**src/sv/lmb_pkg.sv**
```systemverilog
// Package for the level meter ballistics core.
// Holds the per-channel state layout, register codes, reset values and the
// shared peak/mark update functions. No dependencies.
package lmb_pkg;

    // Meter floor: -90.01 dB in Q8.8
    localparam logic signed [15:0] METER_FLOOR = -16'sd23043;

    // Register reset values
    localparam logic [15:0] FALL_STEP_RST    = 16'd111;
    localparam logic [15:0] HOLD_LIMIT_RST   = 16'd200;
    localparam logic [15:0] AVERAGE_COEF_RST = 16'd30420;

    localparam int NUM_CHANNELS_DEF = 2;
    localparam int CFG_IDX_W        = 2;
    localparam int LEVEL_W          = 16;

    // Packed stream widths
    localparam int S_TDATA_W = 80;
    localparam int M_TDATA_W = 144;

    typedef enum logic [CFG_IDX_W-1:0] {
        CFG_FALL_STEP    = 2'd0,
        CFG_HOLD_LIMIT   = 2'd1,
        CFG_AVERAGE_COEF = 2'd2
    } cfg_index_t;

    typedef struct packed {
        logic [15:0] fall_step;
        logic [15:0] hold_limit;
        logic [15:0] average_coef;
    } cfg_t;

    // Peak mark with its hold counter
    typedef struct packed {
        logic signed [15:0] mark;
        logic [15:0]        cnt;
    } mark_t;

    // Meter state of one side (input or output) of a channel
    typedef struct packed {
        logic signed [15:0] peak_level;
        logic signed [15:0] peak_mark;
        logic [15:0]        hold_cnt;
        logic signed [15:0] max_level;
        logic signed [15:0] average;
    } side_state_t;

    // One memory row: all meter state of one channel
    typedef struct packed {
        logic [15:0]        gr_hold;
        logic signed [15:0] gr_peak;
        side_state_t        side_out;
        side_state_t        side_in;
    } chan_state_t;

    localparam side_state_t SIDE_RESET = '{
        peak_level: METER_FLOOR,
        peak_mark:  METER_FLOOR,
        hold_cnt:   16'd0,
        max_level:  METER_FLOOR,
        average:    METER_FLOOR
    };

    localparam chan_state_t STATE_RESET = '{
        gr_hold:  16'd0,
        gr_peak:  METER_FLOOR,
        side_out: SIDE_RESET,
        side_in:  SIDE_RESET
    };

    // Linear fall by step, never below the current level
    function automatic logic signed [15:0] fall_to(
        input logic signed [15:0] lvl,
        input logic signed [15:0] cur,
        input logic [15:0]        step
    );
        logic signed [17:0] dropped;
        logic signed [17:0] cur_ext;
        dropped = $signed({{2{lvl[15]}}, lvl}) - $signed({2'b00, step});
        cur_ext = $signed({{2{cur[15]}}, cur});
        return (cur_ext > dropped) ? cur : dropped[15:0];
    endfunction

    // Peak mark: rise at once, hold for hold_limit updates, then fall
    function automatic mark_t mark_update(
        input logic signed [15:0] cur,
        input mark_t              prev,
        input logic [15:0]        hold_limit,
        input logic [15:0]        step
    );
        mark_t nxt;
        nxt = prev;
        if (cur >= prev.mark)
        begin
            nxt.mark = cur;
            nxt.cnt  = 16'd0;
        end
        else if (prev.cnt < hold_limit)
        begin
            nxt.cnt = prev.cnt + 16'd1;
        end
        else
        begin
            nxt.mark = fall_to(prev.mark, cur, step);
        end
        return nxt;
    endfunction

endpackage

```
**src/sv/level_meter_ballistics_core.sv**
```systemverilog
// Level meter ballistics core: per-channel peak, hold mark, maximum, average
// and gain-reduction peak meters. Depends on lmb_pkg, lmb_cfg, lmb_state_mem
// and lmb_side_update.
//
// Each accepted item updates the meters of one channel and returns one result
// with all of that channel's readings after the update. The block takes one
// item per clock cycle while the result side does not stall; a result passes
// through the update stage and then the output register on its way to the
// master side. The rate is set by the state memory: one row per
// channel, read when the item is transferred and written back when it leaves
// the update stage, with the last write forwarded so that back-to-back items of the same channel
// see each other's update. Row valid bits give the reset readings at once, so
// there is no clearing pass after reset. A channel number at or above
// NUM_CHANNELS updates the last channel, which is what the result reports.
// Configuration writes are taken in any cycle and belong to idle periods.
module level_meter_ballistics_core #(
    parameter int NUM_CHANNELS = lmb_pkg::NUM_CHANNELS_DEF
) (
    input  logic                          clk,
    input  logic                          rst_n,
    // Input stream
    input  logic                          s_tvalid,
    output logic                          s_tready,
    // in_peak_db, out_peak_db, in_rms_db, out_rms_db, gain_reduction_db
    input  logic [lmb_pkg::S_TDATA_W-1:0] s_tdata,
    // channel
    input  logic                          s_tuser,
    // Result stream
    output logic                          m_tvalid,
    input  logic                          m_tready,
    // in_peak_level, in_peak_mark, in_max, in_average, out_peak_level,
    // out_peak_mark, out_max, out_average, gr_peak
    output logic [lmb_pkg::M_TDATA_W-1:0] m_tdata,
    // channel_out
    output logic                          m_tuser,
    // Configuration write channel
    input  logic                          cfg_valid,
    output logic                          cfg_ready,
    input  logic [lmb_pkg::CFG_IDX_W-1:0] cfg_index,
    input  logic [15:0]                   cfg_data
);

    localparam int CH_AW = (NUM_CHANNELS > 1) ? $clog2(NUM_CHANNELS) : 1;

    lmb_pkg::cfg_t        cfg;
    lmb_pkg::chan_state_t rd_state;
    lmb_pkg::chan_state_t new_state;
    lmb_pkg::mark_t       gr_old;
    lmb_pkg::mark_t       gr_new;

    logic             in_xfer;
    logic             out_free;
    logic             s1_adv;
    logic [CH_AW-1:0] in_ch;

    // Update stage (state read in flight)
    logic               s1_valid_reg;
    logic               s1_valid_next;
    logic [CH_AW-1:0]   s1_ch_reg;
    logic signed [15:0] s1_in_peak_reg;
    logic signed [15:0] s1_out_peak_reg;
    logic signed [15:0] s1_in_rms_reg;
    logic signed [15:0] s1_out_rms_reg;
    logic signed [15:0] s1_gr_reg;

    // Output register
    logic                          m_tvalid_reg;
    logic                          m_tvalid_next;
    logic [lmb_pkg::M_TDATA_W-1:0] m_tdata_reg;
    logic                          m_tuser_reg;

    lmb_cfg u_cfg (
        .clk       (clk),
        .rst_n     (rst_n),
        .cfg_valid (cfg_valid),
        .cfg_ready (cfg_ready),
        .cfg_index (cfg_index),
        .cfg_data  (cfg_data),
        .cfg       (cfg)
    );

    // Handshake and stage control
    assign in_xfer  = s_tvalid && s_tready;
    assign out_free = !m_tvalid_reg || m_tready;
    assign s1_adv   = s1_valid_reg && out_free;
    assign s_tready = !s1_valid_reg || s1_adv;

    assign in_ch = (32'(s_tuser) >= NUM_CHANNELS) ? CH_AW'(NUM_CHANNELS - 1)
                                                   : CH_AW'(s_tuser);

    lmb_state_mem #(
        .NUM_CHANNELS (NUM_CHANNELS)
    ) u_state_mem (
        .clk     (clk),
        .rst_n   (rst_n),
        .rd_en   (in_xfer),
        .rd_addr (in_ch),
        .rd_data (rd_state),
        .wr_en   (s1_adv),
        .wr_addr (s1_ch_reg),
        .wr_data (new_state)
    );

    // Meter updates for both sides
    lmb_side_update u_side_in (
        .cfg       (cfg),
        .cur_peak  (s1_in_peak_reg),
        .cur_rms   (s1_in_rms_reg),
        .old_state (rd_state.side_in),
        .new_state (new_state.side_in)
    );

    lmb_side_update u_side_out (
        .cfg       (cfg),
        .cur_peak  (s1_out_peak_reg),
        .cur_rms   (s1_out_rms_reg),
        .old_state (rd_state.side_out),
        .new_state (new_state.side_out)
    );

    // Gain-reduction peak: a mark without the 0 dB clamp
    assign gr_old.mark = rd_state.gr_peak;
    assign gr_old.cnt  = rd_state.gr_hold;
    assign gr_new      = lmb_pkg::mark_update(s1_gr_reg, gr_old,
                                              cfg.hold_limit, cfg.fall_step);
    assign new_state.gr_peak = gr_new.mark;
    assign new_state.gr_hold = gr_new.cnt;

    // Stage valid flags
    always_comb
    begin
        s1_valid_next = s1_valid_reg;
        if (in_xfer)
        begin
            s1_valid_next = 1'b1;
        end
        else if (s1_adv)
        begin
            s1_valid_next = 1'b0;
        end

        m_tvalid_next = m_tvalid_reg;
        if (s1_adv)
        begin
            m_tvalid_next = 1'b1;
        end
        else if (m_tready)
        begin
            m_tvalid_next = 1'b0;
        end
    end

    always_ff @(posedge clk or negedge rst_n)
    begin
        if (!rst_n)
        begin
            s1_valid_reg <= 1'b0;
            m_tvalid_reg <= 1'b0;
        end
        else
        begin
            s1_valid_reg <= s1_valid_next;
            m_tvalid_reg <= m_tvalid_next;
        end
    end

    // Payload registers
    always_ff @(posedge clk)
    begin
        if (in_xfer)
        begin
            s1_ch_reg       <= in_ch;
            s1_in_peak_reg  <= s_tdata[15:0];
            s1_out_peak_reg <= s_tdata[31:16];
            s1_in_rms_reg   <= s_tdata[47:32];
            s1_out_rms_reg  <= s_tdata[63:48];
            s1_gr_reg       <= s_tdata[79:64];
        end
        if (s1_adv)
        begin
            m_tuser_reg <= 1'(s1_ch_reg);
            m_tdata_reg <= {new_state.gr_peak,
                            new_state.side_out.average,
                            new_state.side_out.max_level,
                            new_state.side_out.peak_mark,
                            new_state.side_out.peak_level,
                            new_state.side_in.average,
                            new_state.side_in.max_level,
                            new_state.side_in.peak_mark,
                            new_state.side_in.peak_level};
        end
    end

    assign m_tvalid = m_tvalid_reg;
    assign m_tdata  = m_tdata_reg;
    assign m_tuser  = m_tuser_reg;

    // A stalled item stays in the update stage until it can be written back
    a_s1_hold : assert property (@(posedge clk) disable iff (!rst_n)
        (s1_valid_reg && !out_free) |=> s1_valid_reg)
        else $error("update stage lost a stalled item");

    // State is written back only when the result has a place to go
    a_wb_gate : assert property (@(posedge clk) disable iff (!rst_n)
        s1_adv |=> m_tvalid_reg)
        else $error("write-back without a result transfer slot");

    // Peak readings never exceed 0 dB
    a_peak_clamp : assert property (@(posedge clk) disable iff (!rst_n)
        m_tvalid |-> ($signed(m_tdata[15:0]) <= 16'sd0
                      && $signed(m_tdata[79:64]) <= 16'sd0))
        else $error("peak reading above 0 dB");

    // The maximum is never below the peak reading
    a_max_peak : assert property (@(posedge clk) disable iff (!rst_n)
        m_tvalid |-> ($signed(m_tdata[47:32]) >= $signed(m_tdata[15:0])
                      && $signed(m_tdata[111:96]) >= $signed(m_tdata[79:64])))
        else $error("maximum below peak reading");

endmodule

```
**src/sv/lmb_cfg.sv**
```systemverilog
// Configuration registers of the level meter ballistics core.
// Decodes the write channel into fall step, hold limit and average coefficient.
// Depends on lmb_pkg.
module lmb_cfg (
    input  logic                          clk,
    input  logic                          rst_n,
    input  logic                          cfg_valid,
    output logic                          cfg_ready,
    input  logic [lmb_pkg::CFG_IDX_W-1:0] cfg_index,
    input  logic [15:0]                   cfg_data,
    output lmb_pkg::cfg_t                 cfg
);

    lmb_pkg::cfg_t cfg_reg;
    lmb_pkg::cfg_t cfg_next;

    assign cfg_ready = 1'b1;
    assign cfg      = cfg_reg;

    // Register decode; unknown indexes are dropped
    always_comb
    begin
        cfg_next = cfg_reg;
        if (cfg_valid)
        begin
            unique case (lmb_pkg::cfg_index_t'(cfg_index))
                lmb_pkg::CFG_FALL_STEP:    cfg_next.fall_step    = cfg_data;
                lmb_pkg::CFG_HOLD_LIMIT:   cfg_next.hold_limit   = cfg_data;
                lmb_pkg::CFG_AVERAGE_COEF: cfg_next.average_coef = cfg_data;
                default:                   cfg_next = cfg_reg;
            endcase
        end
    end

    always_ff @(posedge clk or negedge rst_n)
    begin
        if (!rst_n)
        begin
            cfg_reg.fall_step    <= lmb_pkg::FALL_STEP_RST;
            cfg_reg.hold_limit   <= lmb_pkg::HOLD_LIMIT_RST;
            cfg_reg.average_coef <= lmb_pkg::AVERAGE_COEF_RST;
        end
        else
        begin
            cfg_reg <= cfg_next;
        end
    end

endmodule

```
**src/sv/lmb_state_mem.sv**
```systemverilog
// Per-channel state memory: one row per channel, registered read,
// row valid bits for the reset value and forwarding of the last write.
// Depends on lmb_pkg.
module lmb_state_mem #(
    parameter int NUM_CHANNELS = lmb_pkg::NUM_CHANNELS_DEF
) (
    input  logic                 clk,
    input  logic                 rst_n,
    input  logic                 rd_en,
    input  logic [((NUM_CHANNELS > 1) ? $clog2(NUM_CHANNELS) : 1)-1:0] rd_addr,
    output lmb_pkg::chan_state_t rd_data,
    input  logic                 wr_en,
    input  logic [((NUM_CHANNELS > 1) ? $clog2(NUM_CHANNELS) : 1)-1:0] wr_addr,
    input  lmb_pkg::chan_state_t wr_data
);

    localparam int CH_AW = (NUM_CHANNELS > 1) ? $clog2(NUM_CHANNELS) : 1;

    lmb_pkg::chan_state_t mem [NUM_CHANNELS];

    logic [NUM_CHANNELS-1:0] row_valid_reg;
    logic                    rd_valid_reg;
    logic [CH_AW-1:0]        rd_addr_reg;
    lmb_pkg::chan_state_t    rd_data_reg;

    // Last write, kept for a read that was issued in the same cycle
    logic                    wb_valid_reg;
    logic [CH_AW-1:0]        wb_addr_reg;
    lmb_pkg::chan_state_t    wb_data_reg;

    // Memory array: one write port, one registered read port
    always_ff @(posedge clk)
    begin
        if (wr_en)
        begin
            mem[wr_addr] <= wr_data;
        end
        if (rd_en)
        begin
            rd_data_reg <= mem[rd_addr];
        end
        if (wr_en)
        begin
            wb_data_reg <= wr_data;
            wb_addr_reg <= wr_addr;
        end
        if (rd_en)
        begin
            rd_addr_reg <= rd_addr;
        end
    end

    // Valid bits: a row never written reads as the reset state
    always_ff @(posedge clk or negedge rst_n)
    begin
        if (!rst_n)
        begin
            row_valid_reg <= '0;
            rd_valid_reg  <= 1'b0;
            wb_valid_reg  <= 1'b0;
        end
        else
        begin
            if (wr_en)
            begin
                row_valid_reg[wr_addr] <= 1'b1;
                wb_valid_reg           <= 1'b1;
            end
            if (rd_en)
            begin
                rd_valid_reg <= row_valid_reg[rd_addr];
            end
        end
    end

    // Read data with forwarding: the last write is always the newest copy
    always_comb
    begin
        if (wb_valid_reg && (wb_addr_reg == rd_addr_reg))
        begin
            rd_data = wb_data_reg;
        end
        else if (rd_valid_reg)
        begin
            rd_data = rd_data_reg;
        end
        else
        begin
            rd_data = lmb_pkg::STATE_RESET;
        end
    end

endmodule

```
**src/sv/lmb_side_update.sv**
```systemverilog
// Meter update of one side of a channel: maximum, peak reading, peak mark
// and one-pole average. Depends on lmb_pkg.
module lmb_side_update (
    input  lmb_pkg::cfg_t        cfg,
    input  logic signed [15:0]   cur_peak,
    input  logic signed [15:0]   cur_rms,
    input  lmb_pkg::side_state_t old_state,
    output lmb_pkg::side_state_t new_state
);

    lmb_pkg::mark_t     mark_old;
    lmb_pkg::mark_t     mark_new;
    logic signed [16:0] avg_diff;
    logic signed [33:0] avg_prod;
    logic signed [33:0] avg_round;
    logic signed [17:0] avg_sum;

    // Peak mark, forced to 0 dB on a clipping level
    always_comb
    begin
        mark_old.mark = old_state.peak_mark;
        mark_old.cnt  = old_state.hold_cnt;
        if (cur_peak >= 16'sd0)
        begin
            mark_new.mark = 16'sd0;
            mark_new.cnt  = 16'd0;
        end
        else
        begin
            mark_new = lmb_pkg::mark_update(cur_peak, mark_old,
                                            cfg.hold_limit, cfg.fall_step);
        end
    end

    // Average: level + round(coef * (old - level) / 2^16), half up
    assign avg_diff  = $signed({old_state.average[15], old_state.average})
                     - $signed({cur_rms[15], cur_rms});
    assign avg_prod  = $signed({1'b0, cfg.average_coef}) * avg_diff;
    assign avg_round = avg_prod + 34'sd32768;
    assign avg_sum   = $signed(avg_round[33:16]) + $signed({{2{cur_rms[15]}}, cur_rms});

    always_comb
    begin
        new_state = old_state;

        // Maximum only rises
        if (cur_peak > old_state.max_level)
        begin
            new_state.max_level = cur_peak;
        end

        // Peak reading
        if (cur_peak >= 16'sd0)
        begin
            new_state.peak_level = 16'sd0;
        end
        else if (cur_peak >= old_state.peak_level)
        begin
            new_state.peak_level = cur_peak;
        end
        else
        begin
            new_state.peak_level = lmb_pkg::fall_to(old_state.peak_level, cur_peak,
                                                    cfg.fall_step);
        end

        new_state.peak_mark = mark_new.mark;
        new_state.hold_cnt  = mark_new.cnt;
        new_state.average   = avg_sum[15:0];
    end

endmodule

```
**config.mk**
```make
export PLATFORM = sky130hd
export DESIGN_NAME = level_meter_ballistics_core
export DESIGN_NICKNAME = d
export VERILOG_FILES = /design/src/sv/lmb_pkg.sv /design/src/sv/level_meter_ballistics_core.sv /design/src/sv/lmb_cfg.sv /design/src/sv/lmb_state_mem.sv /design/src/sv/lmb_side_update.sv
export SDC_FILE = /design/constraint.sdc
export NUM_CORES = 2
export LEC_CHECK = 0
export ABC_AREA = 1
export ABC_CLOCK_PERIOD_IN_PS = 24500
export BUFFER_PORTS_ARGS = -buffer_cell sky130_fd_sc_hd__buf_2
export CORE_ASPECT_RATIO = 0.7
export CORE_MARGIN = 4
export CORE_UTILIZATION = 58
export CTS_CLUSTER_SIZE = 28
export DETAILED_ROUTE_END_ITERATION = 6
export PLACE_DENSITY = 0.78
export SLEW_MARGIN = 15
export SYNTH_ARGS = -nofsm -noshare
export SYNTH_HDL_FRONTEND = slang
export SYNTH_HIERARCHICAL = 1
export SYNTH_SLANG_ARGS = --single-unit
```
**constraint.sdc**
```tcl
create_clock -name clk -period 24.5 [get_ports clk]
set_input_delay 4.9 -clock clk [delete_from_list [all_inputs] [get_ports clk]]
set_output_delay 4.9 -clock clk [all_outputs]
set_load 0.02 [all_outputs]
```
Word level (Yosys, flattened, before mapping)

Memories as Yosys holds them, arrays and structs flattened. A register that Yosys moved wholly into a read port is not among the register bits.
Cells that the tools add are included.

Output and inout port bits: 148
Memory bits (read-only): 0
Memories kept: 1
RAM bits: 384
Bits in registers: 472
Word-level logic and storage cells: 117
Latch bits: 0
Input port bits: 104

Memories:

| memory          | depth | bits a word | read ports | clocked after Yosys merged registers in | write ports | line                | text |
|---|---|---|---|---|---|---|---|
| u_state_mem.mem | 2     | 192         | 1          | 1                                       | 1           | lmb_state_mem.sv:19 | `lmb_pkg::chan_state_t mem [NUM_CHANNELS];` |

Reductions and logical operators: 14
Multiply operators: 2
Shifts and indexed selects: 0
Equal/unequal tests: 3
Div/mod/pow operators: 0
$add $sub $neg: 14
Bitwise gates (word level): 1
Mux-type cells: 34
$lt $le $gt $ge: 20

Operator list:

| operator                 | count |
|---|---|
| $mux W192                | 2 |
| $mux W16                 | 17 |
| $mux W32                 | 5 |
| $gt A16 B18 Y1           | 5 |
| $sub A16 B17 Y18         | 5 |
| $ge A16 B16 Y1           | 5 |
| $add A32 B17 Y32 const B | 2 |
| $mul A17 B17 Y32         | 2 |
| $add A16 B1 Y16 const B  | 3 |
| $lt A16 B16 Y1           | 3 |
| $sub A16 B16 Y17         | 2 |
| $add A16 B16 Y16         | 2 |
| $ge A16 B1 Y1 const B    | 2 |
| $gt A16 B16 Y1           | 2 |
| $mux W1                  | 9 |
| $reduce_and A2 Y1        | 3 |
| $logic_and A1 B1 Y1      | 4 |
| $lt A1 B2 Y1 const B     | 2 |
| $reduce_bool A2 Y1       | 2 |
| $eq A2 B1 Y1 const B     | 1 |
| $eq A2 B2 Y1 const B     | 1 |
| $logic_not A1 Y1         | 2 |
| $logic_not A2 Y1         | 1 |
| $logic_or A1 B1 Y1       | 2 |
| 4 further kinds          | 4 |

Longest topological paths before layout

Depth after elaboration: 9
Gate-level depth with buffers: 55
Depth with buffers taken out: 53

By module

The synthesis kept the hierarchy.

Modules (own cells, without submodules):

| module                        | seq. area each (um^2) | instances | area an instance (um^2) | cells an instance |
|---|---|---|---|---|
| lmb_state_mem                 | 23,222.3              | 1         | 30,231.5                | 2,476 |
| lmb_side_update at u_side_out | 0.0                   | 1         | 16,982.5                | 2,519 |
| lmb_side_update at u_side_in  | 0.0                   | 1         | 16,477.1                | 2,446 |
| level_meter_ballistics_core   | 6,836.6               | 1         | 10,493.8                | 882 |
| lmb_cfg                       | 1,223.7               | 1         | 2,078.2                 | 216 |

Worst setup path after synthesis

Ideal clock, no wire load.

Path type: in2reg
Start: in m_tready
End: reg u_state_mem.row_valid_reg[0]
Required time: 24,383 ps
Cell stages on the path: 5
Path buffers: 0
Data arrival time: 30,855 ps
Setup slack: -6,471 ps
Cells stage by stage: inv_1 -> a21oi_1 -> inv_1 -> nor2_1 -> or2_2

Word-level cells in the longest chain between the ends: 2

RTL lines:

| element                         | line                              | text |
|---|---|---|
| from (decl)                     | level_meter_ballistics_core.sv:30 | `input logic m_tready,` |
| $logic_or A1 B1 Y1              | level_meter_ballistics_core.sv:84 | `assign out_free = !m_tvalid_reg \|\| m_tready;` |
| $logic_and A1 B1 Y1             | level_meter_ballistics_core.sv:85 | `assign s1_adv = s1_valid_reg && out_free;` |
| to (signal assigned)            | lmb_state_mem.sv:58               | `row_valid_reg <= '0;` |
| to (signal, indexed assignment) | lmb_state_mem.sv:66               | `row_valid_reg[wr_addr] <= 1'b1;` |
| to (decl)                       | lmb_state_mem.sv:21               | `logic [NUM_CHANNELS-1:0] row_valid_reg;` |

No other way between the ends.
A chain may end at the register's enable or synchronous reset.

==> qor.csv <==
stage,metric,value,unit
grt,antenna_found_initial,8,
floorplan,core_area,131000,um2
worst_setup_path,worstPathMaxFanout,53,
logic_synthesis,ys_seq_area_frac,0.410,
cts,htree_num_levels,3,
cts,cts_resized,0,
floorplan,num_rows,111,
cells_and_area,seq_area,31300,um2
cts,cts_made_buffers,99,
routing,drt-total-wl,225000,um
cells_and_area,utilization,0.628,
cells_and_area,largest_reg_flops,384,
sta,fin_crit_sh,0.469,
sta,setup_ws,13.02,ns
cts,clkTransAtPathRegs,0.07,ns
cts,cts_num_sinks,1050,
sta,tns,0,ns
cells_and_area,layout_commonest_cell,nand2_1,
logic_synthesis,synth_flop_cell,edfxtp_1,
routing,drcViolationCount,0,
logic_synthesis,syn_nets,9691,
placed_design,port_buffers,250,
routing,vias,60200,
cts,clock_latency,0.76,ns
routing,ant_nets,0,
worst_setup_path,path_class,flop to flop,
cts,clock_path_buffers,3,
worst_setup_path,slowest_delay,0.61,ns
worst_setup_path,critPathCaptureType,flop,
cells_and_area,drive_gt1_frac,0.0788,
worst_setup_path,cpMaxStageDelayCell,nand3_4,
cells_and_area,layout.nets,9809,
logic_synthesis,mappedNetlistArea,76300,um2
cts,postCtsSetupRepairBufs,0,
logic_synthesis,yosysWarnings,6,
floorplan,die_h,311,um
worst_setup_path,cp.required,25.03,ns
logic_synthesis,ys_seq_elements,1050,
logic_synthesis,synth_edf_count,996,
logic_synthesis,synthArstFlopShare,0.0514,
grt,grt-ovfl-total,0,
cts,cts_tree,done,
floorplan,ios,252,
worst_setup_path,crit_path_frequent_cell,nand2_1,
grt,grt_max_degree,146,
floorplan,dieWidth,441,um
sta,rsz0062_at_grt,no,
floorplan,initial_utilization,0.584,
placed_design,dp_hpwl,164000,um
placed_design,gp_congestion,1.03,
routing,drt_first_pass_iters,7,
cells_and_area,multi_input_area,38200,um2
worst_setup_path,crit_arrival,12.02,ns
logic_synthesis,yosysUniqueCellTypes,76,
grt,grt_use_total,0.326,
grt,grt_pass1_vias,57700,
sta,max_freq,0.0871,GHz
cts,clock_tree.root_cell,clkbuf_16,
routing,drt-vias-per-instance,5.73,
cells_and_area,syn2layout_area_growth,7.64,%
sta,finalHoldViolations,0,
cells_and_area,fill_cells,10900,
run_status,status,finished clean,
sta,worstMarginPinSlew,1.14,ns
routing,post_drt_wl_per_cell,21.5,um
sta,drv_slew,0,
cells_and_area,layout_common_cells,"nand2_1, inv_1, edfxtp_1, ha_1, nor2_1",
sta,setup_viol,0,
logic_synthesis,syn_avg_cell_area,8.93,um2
sta,final.setup_skew,0.0404,ns
sta,slew-limit-headroom,0.238,
job,max_cap_violations,0,
sta,fin_crit,11.48,ns
grt,grt_pass1_wl,345000,um
routing,drt-initial-drc-count,6985,
placed_design,dp_slack,13.22,ns
floorplan,die_area,137000,um2
logic_synthesis,synthCells,8539,
cts,postCtsHoldBufs,0,
hold_path,hp-class,flop to flop,
worst_setup_path,startpoint_type,flop,
## cell type report
| class | count | area share |
|---|---|---|
| Multi-Input combinational cell | 5788 | 0.466 |
| Timing Repair Buffer | 298 | 0.0200 |
| Clock inverter | 71 | 0.00980 |
| Tap cell | 1751 | 0.0267 |
| Antenna cell | 3 | 0.0000915 |
| Sequential cell | 1050 | 0.381 |
| Inverter | 1420 | 0.0653 |
| Clock buffer | 112 | 0.0312 |
## cell usage after synthesis, types with 4 or more instances
master    instances  area, um2
nand2_1        2494       9360
inv_1          1388       5210
edfxtp_1        996      29900
ha_1            621       7770
nor2_1          576       2160
fa_1            427       8550
nand3_1         372       1860
a21oi_1         334       1670
nand4_1         291       1820
buf_2           138        691
o21ai_0         104        521
clkbuf_1        100        375
xor2_1           90        788
xnor2_1          61        534
nand2_2          45        282
or2_2            37        231
dfrtp_1          36        901
nor3_1           33        165
o21bai_1         33        248
a21o_1           31        233
nand3_2          31        310
a21oi_2          23        201
a31oi_1          22        138
inv_2            22       82.6
o21ai_1          21        105
buf_6            18        203
dfstp_2          18        473
buf_4            15        113
or2_1            13       81.3
nand3b_1         12       90.1
nor4_1           12       75.1
o22ai_1          10       62.6
o21a_1            9       67.6
a21boi_0          7       52.6
buf_1             7       26.3
clkinv_1          7       26.3
nand2_4           6       67.6
o211ai_1          6       45.0
a211oi_1          5       37.5
a31o_2            5       43.8
nor2_2            5       31.3
and3_1            4       25.0
nand3_4           4       70.1
## critical path, delay by kind of cell (launching register included)
kind            cells  cell delay [ns]
fa+ha+maj          11             4.73
simple gates       15             2.18
compound gates      8             1.75
buf+inv            11             1.63
xor+xnor            2             0.51
flops               1             0.44
## metrics by stage
step	cells	area (um2)	hold WS, ns
after detailed placement	10300	78700	0.457
after global placement	10300	78700	0.453
after global routing	10500	82100	0.485
after CTS	10500	82100	0.480
after floorplan	8539	76300	0.440
final	10500	82100	0.483
## cells by family after synthesis
logic type	count (synthesis)	share of synthesized area
buffers and inverters	1701	0.0890
AND/OR/NAND/NOR	3950	0.221
XOR/XNOR	155	0.0182
AO/OA/AOI/OAI	634	0.0479
flip-flops	1050	0.410
other	1	0.0000492
adder cells (fa/ha/maj)	1048	0.214
## routing by layer
layer / wire length, um / GRT usage
met1: 99700 / 0.494
met2: 93300 / 0.462
met3: 25000 / 0.0800
met4: 7330 / 0.0977
met5: 33 / 0
## path summary, 6_finish.rpt
check | from | endpoint | slack [ns] | depth (start not counted)
max | u_state_mem/rd_addr_reg | u_state_mem/mem[0][12] | 13.02 | 47
min | u_state_mem/row_valid_reg[0] | u_state_mem/row_valid_reg[0] | 0.48 | 1
max reg2reg | u_state_mem/rd_addr_reg | u_state_mem/mem[0][12] | 13.02 | 47
min reg2reg | u_state_mem/row_valid_reg[0] | u_state_mem/row_valid_reg[0] | 0.48 | 1
max in group asynchronous | rst_n | u_state_mem/wb_valid_reg | 19.60 | 2
min in group asynchronous | rst_n | s1_valid_reg | 4.29 | 2
Power is not shown: default switching activity piles up to over one toggle a cycle in this logic, so the estimate is an artifact.
